$ cat src/hdl/ole_pkg.sv
// Shared types, constants and helpers for the ordered list engine.
package ole_pkg;

	localparam int CAPACITY = 16;
	localparam int DATA_W   = 32;
	localparam int POS_W    = 5;
	localparam int IDX_W    = (CAPACITY > 1) ? $clog2(CAPACITY) : 1;
	localparam int CNT_W    = $clog2(CAPACITY + 1);
	localparam int WIDE_W   = (CNT_W > POS_W) ? CNT_W : POS_W;

	localparam logic [CNT_W-1:0] CAP_CNT = CNT_W'(CAPACITY);

	// operation codes
	localparam logic [3:0] K_PUSH_FRONT = 4'd0;
	localparam logic [3:0] K_PUSH_BACK  = 4'd1;
	localparam logic [3:0] K_POP_FRONT  = 4'd2;
	localparam logic [3:0] K_POP_BACK   = 4'd3;
	localparam logic [3:0] K_FRONT      = 4'd4;
	localparam logic [3:0] K_BACK       = 4'd5;
	localparam logic [3:0] K_INSERT     = 4'd6;
	localparam logic [3:0] K_REMOVE     = 4'd7;
	localparam logic [3:0] K_FIND       = 4'd8;

	// status codes
	localparam logic [1:0] ST_OK    = 2'd0;
	localparam logic [1:0] ST_EMPTY = 2'd1;
	localparam logic [1:0] ST_IDX   = 2'd2;
	localparam logic [1:0] ST_FULL  = 2'd3;

	typedef struct packed {
		logic [3:0]               kind;
		logic [POS_W-1:0]         position_in;
		logic signed [DATA_W-1:0] value_in;
	} in_word_t;

	typedef struct packed {
		logic [1:0]               status;
		logic signed [DATA_W-1:0] value_out;
		logic [POS_W-1:0]         position_out;
		logic [POS_W-1:0]         count;
	} out_word_t;

	// finished operation, one cycle wide
	typedef struct packed {
		logic              valid;
		logic [1:0]        status;
		logic [DATA_W-1:0] value;
		logic [POS_W-1:0]  pos;
		logic [CNT_W-1:0]  cnt;
	} fin_t;

	// one cycle of RAM traffic
	typedef struct packed {
		logic              we;
		logic [IDX_W-1:0]  waddr;
		logic [DATA_W-1:0] wdata;
		logic              re;
		logic [IDX_W-1:0]  raddr;
	} ram_req_t;

	// keep the low bits of a position or count for the result word
	function automatic logic [POS_W-1:0] to_pos5(input logic [WIDE_W-1:0] v);
		logic [WIDE_W+POS_W-1:0] tmp;
		tmp = {{POS_W{1'b0}}, v};
		return tmp[POS_W-1:0];
	endfunction

endpackage

$ cat src/hdl/ole_ram.sv
// Simple dual-port RAM: one write port, one read port with registered data.
module ole_ram #(
	parameter int DEPTH = 16,
	parameter int WIDTH = 32,
	parameter int AW    = (DEPTH > 1) ? $clog2(DEPTH) : 1
) (
	input  logic             clk,
	input  logic             we,
	input  logic [AW-1:0]    waddr,
	input  logic [WIDTH-1:0] wdata,
	input  logic             re,
	input  logic [AW-1:0]    raddr,
	output logic [WIDTH-1:0] rdata
);

	logic [WIDTH-1:0] mem [DEPTH];

	always_ff @(posedge clk) begin
		if (we) begin
			mem[waddr] <= wdata;
		end
	end

	always_ff @(posedge clk) begin
		if (re) begin
			rdata <= mem[raddr];
		end
	end

endmodule

$ cat src/hdl/ole_ctrl.sv
// Sequencer: decodes a command and walks the entry RAM to shift, read or search.
module ole_ctrl (
	input  logic                           clk,
	input  logic                           arst_n,
	input  logic                           start,
	input  ole_pkg::in_word_t              cmd,
	output logic                           busy,
	output ole_pkg::fin_t                  fin,
	output ole_pkg::ram_req_t              ram,
	input  logic [ole_pkg::DATA_W-1:0]     rdata
);
	import ole_pkg::*;

	typedef enum logic [1:0] {S_IDLE, S_WALK, S_PUT} state_t;
	typedef enum logic [1:0] {M_UP, M_DOWN, M_READ, M_FIND} mode_t;

	state_t            state_q;
	mode_t             mode_q;
	logic [CNT_W-1:0]  cnt_q;
	logic              iss_q;
	logic              rd_vld_s1;
	logic [IDX_W-1:0]  rd_addr_s1;
	logic [IDX_W-1:0]  rd_addr_q;
	logic [IDX_W-1:0]  tgt_q;
	logic [IDX_W-1:0]  stop_q;
	logic [DATA_W-1:0] val_q;
	logic [DATA_W-1:0] res_val_q;
	logic [POS_W-1:0]  res_pos_q;

	// decode
	logic              acc;
	logic              imm;
	logic [1:0]        imm_status;
	logic [DATA_W-1:0] imm_val;
	logic [POS_W-1:0]  imm_pos;
	logic              go_walk;
	logic              go_put;
	mode_t             nx_mode;
	logic [IDX_W-1:0]  nx_tgt;
	logic [IDX_W-1:0]  nx_stop;
	logic [IDX_W-1:0]  nx_addr;
	logic [POS_W-1:0]  nx_pos;

	// walk
	logic match;
	logic drained;
	logic walk_end;
	logic issue;

	assign acc  = start && (state_q == S_IDLE);
	assign busy = (state_q != S_IDLE);

	always_comb begin
		logic [WIDE_W-1:0] c_w;
		logic [WIDE_W-1:0] p_w;
		logic [CNT_W-1:0]  c_m1;
		logic [CNT_W-1:0]  tgt_c;
		logic [IDX_W-1:0]  p;
		logic              full;
		logic              empty;
		c_w        = WIDE_W'(cnt_q);
		p_w        = WIDE_W'(cmd.position_in);
		c_m1       = cnt_q - 1'b1;
		full       = (cnt_q >= CAP_CNT);
		empty      = (cnt_q == '0);
		tgt_c      = '0;
		p          = '0;
		imm        = 1'b0;
		imm_status = ST_OK;
		imm_val    = '0;
		imm_pos    = '0;
		go_walk    = 1'b0;
		go_put     = 1'b0;
		nx_mode    = M_UP;
		nx_tgt     = '0;
		nx_stop    = '0;
		nx_addr    = '0;
		nx_pos     = '0;
		case (cmd.kind)
			K_PUSH_FRONT, K_PUSH_BACK, K_INSERT: begin
				if (full) begin
					imm        = 1'b1;
					imm_status = ST_FULL;
				end else begin
					if (cmd.kind == K_PUSH_FRONT) begin
						tgt_c = '0;
					end else if (cmd.kind == K_PUSH_BACK || p_w > c_w) begin
						tgt_c = cnt_q;
					end else begin
						tgt_c = CNT_W'(p_w);
					end
					nx_mode = M_UP;
					nx_tgt  = IDX_W'(tgt_c);
					nx_stop = IDX_W'(tgt_c);
					nx_addr = IDX_W'(c_m1);
					nx_pos  = to_pos5(WIDE_W'(tgt_c));
					// appending needs no shift
					go_put  = (tgt_c == cnt_q);
					go_walk = (tgt_c != cnt_q);
				end
			end
			K_POP_FRONT, K_POP_BACK, K_FRONT, K_BACK, K_REMOVE, K_FIND: begin
				if (empty) begin
					imm        = 1'b1;
					imm_status = ST_EMPTY;
					imm_val    = '1;
				end else if (cmd.kind == K_FIND) begin
					nx_mode = M_FIND;
					nx_addr = '0;
					nx_stop = IDX_W'(c_m1);
					nx_pos  = to_pos5(c_w);
					go_walk = 1'b1;
				end else if (cmd.kind == K_REMOVE && p_w >= c_w) begin
					imm        = 1'b1;
					imm_status = ST_IDX;
					imm_pos    = cmd.position_in;
				end else begin
					if (cmd.kind == K_POP_FRONT || cmd.kind == K_FRONT) begin
						p = '0;
					end else if (cmd.kind == K_POP_BACK || cmd.kind == K_BACK) begin
						p = IDX_W'(c_m1);
					end else begin
						p = IDX_W'(p_w);
					end
					if (cmd.kind == K_FRONT || cmd.kind == K_BACK) begin
						nx_mode = M_READ;
						nx_stop = p;
					end else begin
						nx_mode = M_DOWN;
						nx_stop = IDX_W'(c_m1);
					end
					nx_tgt  = p;
					nx_addr = p;
					nx_pos  = to_pos5(WIDE_W'(p));
					go_walk = 1'b1;
				end
			end
			default: begin
				imm = 1'b1;
			end
		endcase
	end

	assign match    = (state_q == S_WALK) && (mode_q == M_FIND) && rd_vld_s1 &&
	                  (rdata == val_q);
	assign drained  = (state_q == S_WALK) && !iss_q && !rd_vld_s1;
	assign walk_end = match || drained;
	assign issue    = (state_q == S_WALK) && iss_q && !match;

	// RAM traffic: read one entry ahead, shift it one place; put writes the new value
	always_comb begin
		ram       = '0;
		ram.re    = issue;
		ram.raddr = rd_addr_q;
		if (state_q == S_PUT) begin
			ram.we    = 1'b1;
			ram.waddr = tgt_q;
			ram.wdata = val_q;
		end else if (rd_vld_s1 && mode_q == M_UP) begin
			ram.we    = 1'b1;
			ram.waddr = rd_addr_s1 + 1'b1;
			ram.wdata = rdata;
		end else if (rd_vld_s1 && mode_q == M_DOWN && rd_addr_s1 != tgt_q) begin
			ram.we    = 1'b1;
			ram.waddr = rd_addr_s1 - 1'b1;
			ram.wdata = rdata;
		end
	end

	always_comb begin
		fin = '0;
		if (acc && imm) begin
			fin.valid  = 1'b1;
			fin.status = imm_status;
			fin.value  = imm_val;
			fin.pos    = imm_pos;
			fin.cnt    = cnt_q;
		end else if (state_q == S_PUT) begin
			fin.valid  = 1'b1;
			fin.status = ST_OK;
			fin.pos    = res_pos_q;
			fin.cnt    = cnt_q + 1'b1;
		end else if (walk_end && mode_q != M_UP) begin
			fin.valid  = 1'b1;
			fin.status = ST_OK;
			fin.value  = res_val_q;
			fin.pos    = match ? to_pos5(WIDE_W'(rd_addr_s1)) : res_pos_q;
			fin.cnt    = (mode_q == M_DOWN) ? cnt_q - 1'b1 : cnt_q;
		end
	end

	always_ff @(posedge clk or negedge arst_n) begin
		if (!arst_n) begin
			state_q   <= S_IDLE;
			iss_q     <= 1'b0;
			rd_vld_s1 <= 1'b0;
			cnt_q     <= '0;
		end else begin
			rd_vld_s1 <= issue;
			if (fin.valid) begin
				cnt_q <= fin.cnt;
			end
			case (state_q)
				S_IDLE: begin
					if (acc) begin
						iss_q <= go_walk;
						if (go_walk) begin
							state_q <= S_WALK;
						end else if (go_put) begin
							state_q <= S_PUT;
						end
					end
				end
				S_WALK: begin
					if (issue && rd_addr_q == stop_q) begin
						iss_q <= 1'b0;
					end
					if (walk_end) begin
						iss_q   <= 1'b0;
						state_q <= (mode_q == M_UP) ? S_PUT : S_IDLE;
					end
				end
				S_PUT: begin
					state_q <= S_IDLE;
				end
				default: begin
					state_q <= S_IDLE;
				end
			endcase
		end
	end

	always_ff @(posedge clk) begin
		rd_addr_s1 <= rd_addr_q;
		if (acc) begin
			mode_q    <= nx_mode;
			tgt_q     <= nx_tgt;
			stop_q    <= nx_stop;
			rd_addr_q <= nx_addr;
			val_q     <= cmd.value_in;
			res_val_q <= '0;
			res_pos_q <= nx_pos;
		end else begin
			if (issue) begin
				rd_addr_q <= (mode_q == M_UP) ? rd_addr_q - 1'b1 : rd_addr_q + 1'b1;
			end
			if (rd_vld_s1 && (mode_q == M_READ ||
			    (mode_q == M_DOWN && rd_addr_s1 == tgt_q))) begin
				res_val_q <= rdata;
			end
		end
	end

endmodule

$ cat src/hdl/ordered_list_engine.sv
// Ordered list engine top level: sequencer, entry RAM and result word register.
// Rejected or no-op commands report in the cycle after start, an append from the put
//   state; a walk reports when its reads drain or a find hits, a shifting insert via put.
// Throughput: rejected and no-op commands free the input at once; any other holds busy
//   until its result word shows, at most one RAM read and one RAM write per cycle.
// Reset: arst_n clears the count and the sequencer; RAM contents are left as they are.
// The receiver cannot stall: each result word shows for one cycle with done high.
module ordered_list_engine (
	input  logic               clk,
	input  logic               arst_n,
	input  logic               start,
	output logic               busy,
	input  ole_pkg::in_word_t  cmd,
	output logic               done,
	output ole_pkg::out_word_t result
);
	import ole_pkg::*;

	fin_t              fin;
	ram_req_t          ram;
	logic [DATA_W-1:0] rdata;

	// command decode and RAM walk
	ole_ctrl u_ctrl (
		.clk    (clk),
		.arst_n (arst_n),
		.start  (start),
		.cmd    (cmd),
		.busy   (busy),
		.fin    (fin),
		.ram    (ram),
		.rdata  (rdata)
	);

	// entries, index 0 is the front; only indexes below the count are ever read
	ole_ram #(
		.DEPTH (CAPACITY),
		.WIDTH (DATA_W)
	) u_ram (
		.clk   (clk),
		.we    (ram.we),
		.waddr (ram.waddr),
		.wdata (ram.wdata),
		.re    (ram.re),
		.raddr (ram.raddr),
		.rdata (rdata)
	);

	// result word register; count reported in its low five bits
	logic done_q;

	always_ff @(posedge clk or negedge arst_n) begin
		if (!arst_n) begin
			done_q <= 1'b0;
		end else begin
			done_q <= fin.valid;
		end
	end

	always_ff @(posedge clk) begin
		if (fin.valid) begin
			result.status       <= fin.status;
			result.value_out    <= fin.value;
			result.position_out <= fin.pos;
			result.count        <= to_pos5(WIDE_W'(fin.cnt));
		end
	end

	assign done = done_q;

	// a result word always leaves the sequencer idle
	a_done_idle: assert property (@(posedge clk) disable iff (!arst_n)
		done |-> !busy)
		else $error("result word while sequencer busy");

	// full rejection only when the list holds CAPACITY entries
	a_full_cnt: assert property (@(posedge clk) disable iff (!arst_n)
		(done && result.status == ST_FULL) |->
			(result.count == to_pos5(WIDE_W'(CAPACITY))))
		else $error("full status with short list");

	// empty status reports an empty list and the all-ones word
	a_empty_word: assert property (@(posedge clk) disable iff (!arst_n)
		(done && result.status == ST_EMPTY) |->
			(result.count == '0 && result.value_out == '1))
		else $error("empty status with bad word");

endmodule
$ cat config.mk
export PLATFORM = sky130hd
export DESIGN_NAME = ordered_list_engine
export DESIGN_NICKNAME = d
export VERILOG_FILES = /design/src/hdl/ole_pkg.sv /design/src/hdl/ole_ram.sv /design/src/hdl/ole_ctrl.sv /design/src/hdl/ordered_list_engine.sv
export SDC_FILE = /design/constraint.sdc
export NUM_CORES = 1
export LEC_CHECK = 0
export ABC_CLOCK_PERIOD_IN_PS = 13600
export BUFFER_PORTS_ARGS = -buffer_cell sky130_fd_sc_hd__buf_2
export CAP_MARGIN = 25
export CORE_UTILIZATION = 60
export CTS_BUF_LIST = sky130_fd_sc_hd__clkbuf_2 sky130_fd_sc_hd__clkbuf_4 sky130_fd_sc_hd__clkbuf_8
export DETAILED_ROUTE_END_ITERATION = 10
export PLACE_DENSITY = 0.87
export SYNTH_ARGS = -nofsm -noshare
export SYNTH_HDL_FRONTEND = slang
export SYNTH_SLANG_ARGS = --single-unit
$ cat constraint.sdc
create_clock -name clk -period 13.6 [get_ports clk]
set_input_delay 0.68 -clock clk [delete_from_list [all_inputs] [get_ports clk]]
set_output_delay 0.68 -clock clk [all_outputs]
set_load 0.1 [all_outputs]
==> out/summary.txt <==
Outcome -> complete, no violations
Final Hold Vio Count -> 0
Port-buffer cells -> 89
Maximum vdd drop -> 161 µV
Post-synthesis mux area share -> 14.5%
# nets final -> 1621
Pwr per Cell Area -> 218 mW/mm²
Top Ports -> 90
Part of the cycle the worst path needs -> 27.0%
Post-synth EDFFs -> 639
Starting DRT DRC Count -> 1995
CTS resizes -> 0
Clock sinks -> 685
Drt first pass iters -> 5
Worst-margin pin slew -> 1.03 ns
Switching share of total power -> 35.1%
Synth Area in Adders -> 0.573%
Vias after detailed routing -> 15000
R2R Path End -> result[36]
Vias in the first global route -> 15200
Clock root buffer -> clkbuf_8
Post-DP HPWL -> 37800 µm
Global-route usage over all layers -> 28.5%
Post-synthesis compound-gate area fraction -> 4.57%
Most common cell after layout, fill and taps aside -> edfxtp_1
Most common flop cell mapped by yosys -> edfxtp_1
DRC -> 0
Layout cells sized above 1 -> 30.4%
Initial cell density of the core -> 60.7%
First-pass GRT wire length -> 96900 µm
H-tree Lvls -> 3
Gr ovfl total -> 0
RSZ-0062 raised after global routing -> false
Syn avg cell area -> 19.5 µm²
WL per Instance -> 28.7 µm
Hold path endpoint -> u_ctrl.val_q[19]
Lkg Pwr -> 10.9 nW
Worst slack, placed -> 9.92 ns
Synthesis Warnings -> 0
Synthesized area -> 0.0275 mm²
Worst skew pair latency -> 0.70 ns
Netlist cell types -> 75
Slew Limit Fails -> 0
Design Area, Final -> 0.0309 mm²
Fmax -> 273 MHz
Combinational share of power -> 31.8%
Worst min-delay path category -> in -> reg
Post-synthesis sequential area ratio -> 73.3%
CTS Buf Count -> 102
Chip width -> 216 µm
Die area -> 0.0467 mm²
Synth Area in Simple Gates -> 4.04%
CTS tree -> built
Hold path start -> cmd[19]
Yosys reg bits -> 685
Routability cong. -> 0.892
Hold depth -> 1
Placed inst area -> 0.0288 mm²
Final setup viols -> 0
Crit-path max FO -> 29
Critical path class -> reg -> reg
XOR/XNOR Fraction of Synth Area -> 1.50%
Data arrival, critical path -> 3.98 ns
Antenna diodes -> 0
R2R Setup Slk -> 9.93 ns
Clk slew on worst S/H paths -> 0.06 ns
Crit. End Element -> flop
Die height -> 216 µm
FP Rows -> 78
Clock Skew -> 0.0421 ns
Vias per inst -> 6.67
Most frequent cells in the layout -> edfxtp_1, mux4_2, clkbuf_8
Area Overhead vs Synth -> 12.3%
Sequential share of power -> 43.0%
Worst setup SP type -> flop
Largest net degree at the start of global routing -> 89
# fillers -> 2727
Final setup margin -> 9.93 ns
Final Critical Period -> 3.67 ns
Cells on worst reg2reg path -> 8
Slew HR -> 30.4%
Antenna violations before repair -> 0
Postcts setup bufs -> 0
Gate Count Post-Synth -> 1408
Data required, critical path -> 13.91 ns
Antenna Nets Post-Route -> 0
Post-synth net total -> 1464
Clock group share of total power -> 25.2%
Max Root-Sink Buffers -> 3
Internal cell power -> 4.38 mW
Largest family of logic cells by synthesized area -> multiplexers
Psw -> 2.37 mW
Core area -> 0.0453 mm²
Setup TNS -> 0 ns
Drt total wl -> 64700 µm
RR Startpoint -> u_ctrl.cnt_q[0]
Asr flop ratio synth -> 1.46%
Max Cap Viol -> 0
## timing repair
item,4_1_cts,5_1_grt
hold buffers,1,0
setup endpoints to repair,0,0
hold endpoints to repair,10,0
## routing by layer
metal | routed length [µm] | up-vias | track usage [%]
li1 | - | 6120 | -
met5 | 0 | - | 0
met4 | 2260 | 0 | 11.5
met1 | 24300 | 7713 | 39.6
met3 | 6720 | 147 | 5.45
met2 | 31400 | 1028 | 45.3
## cell type report
| cell class | count | area, µm² | area share, % |
|---|---|---|---|
| tap | 600 | 751 | 2.43 |
| clock buffer | 154 | 1890 | 6.11 |
| sequential | 685 | 20200 | 65.3 |
| clock inverter | 35 | 229 | 0.741 |
| multi-input combinational | 630 | 7040 | 22.8 |
| timing repair buffer | 127 | 746 | 2.41 |
| inverter | 19 | 72.6 | 0.235 |
## power groups by stage
stage	clock, mW	combinational, mW	sequential (mW)
2_1_floorplan	0	1.20	3.32
3_3_place_gp	0	2.07	2.92
3_5_place_dp	0	2.13	2.94
4_1_cts	1.73	2.14	2.89
5_1_grt	1.82	2.25	2.91
6_report	1.70	2.15	2.90
## logic make-up after synthesis
kind of cell | count (synthesis)
AOI/OAI and AO/OA | 171
adders and majority gates | 12
muxes | 199
DFF | 685
buffers and inverters | 93
xor gates and xnor gates | 47
and+or+nand+nor | 201
## critical path: stages (launching register included)
cell and delay (ns):
dfrtp_1 0.56, inv_1 0.24, ha_1 0.36, nor4b_2 0.45, nor3b_1 0.12, nor4_2 0.42
a22oi_1 0.19, nand3_2 0.43, buf_4 0.50
## Yosys cell counts (8+ instances only)
master    count  area share [%]
o22ai_1      10            0.23
buf_2        20            0.36
mux2i_1      39             1.4
inv_1        16            0.22
buf_1        15            0.20
clkbuf_1     36            0.49
nand2_1      26            0.35
edfxtp_1    639              70
mux4_2      160              13
a21oi_1      16            0.29
a22o_1       33             1.1
o21ai_0      19            0.35
nor2_1       55            0.75
dfxtp_1      36             2.6
nor2b_1       8            0.18
dfrtp_1      10            0.91
nor3_1       28            0.51
a21o_1       36            0.98
a22oi_1      12            0.33
nand3_1      12            0.22
xnor2_1      10            0.32
xor2_1       37             1.2
nand2b_1     12            0.27
nor4_1       15            0.34
ha_1         11            0.50
## how the worst max path moves through the flow
stage | cells after the start | start | endpoint
6_report | 8 | u_ctrl.cnt_q[0] | result[36]
5_1_grt | 8 | u_ctrl.cnt_q[0] | result[27]
4_1_cts | 6 | u_ram.rdata[31] | result[9]
3_5_place_dp | 6 | u_ram.rdata[29] | result[31]
3_3_place_gp | 6 | u_ram.rdata[29] | result[31]
2_1_floorplan | 7 | u_ctrl.state_q[1] | u_ram.mem[12][0]
## registers in the layout, summed over array words and instances (netlist names)
name	cells
done	1
u_ctrl.val_q	32
u_ctrl.cnt_q	5
u_ctrl.stop_q	4
result	44
u_ctrl.iss_q	1
u_ctrl.rd_addr_s1	4
u_ram.rdata	32
u_ctrl.rd_addr_q	4
u_ctrl.state_q	2
u_ram.mem	512
u_ctrl.res_val_q	32
u_ctrl.tgt_q	4
u_ctrl.rd_vld_s1	1
u_ctrl.mode_q	2
u_ctrl.res_pos_q	5
## through the flow
| stage | utilization (%) | power [mW] | hold WS [ns] | instances |
|---|---|---|---|---|
| 6_report | 68.2 | 6.74 | 0.169 | 2250 |
| 3_5_place_dp | 63.5 | 5.06 | 0.488 | 2060 |
| 4_1_cts | 68.2 | 6.76 | 0.128 | 2250 |
| 5_1_grt | 68.2 | 6.98 | 0.147 | 2250 |
| 2_1_floorplan | - | 4.52 | 0.346 | 1408 |
| 3_3_place_gp | 63.5 | 4.99 | 0.477 | 2059 |
Note: power is estimated with default switching activity, not from simulation.
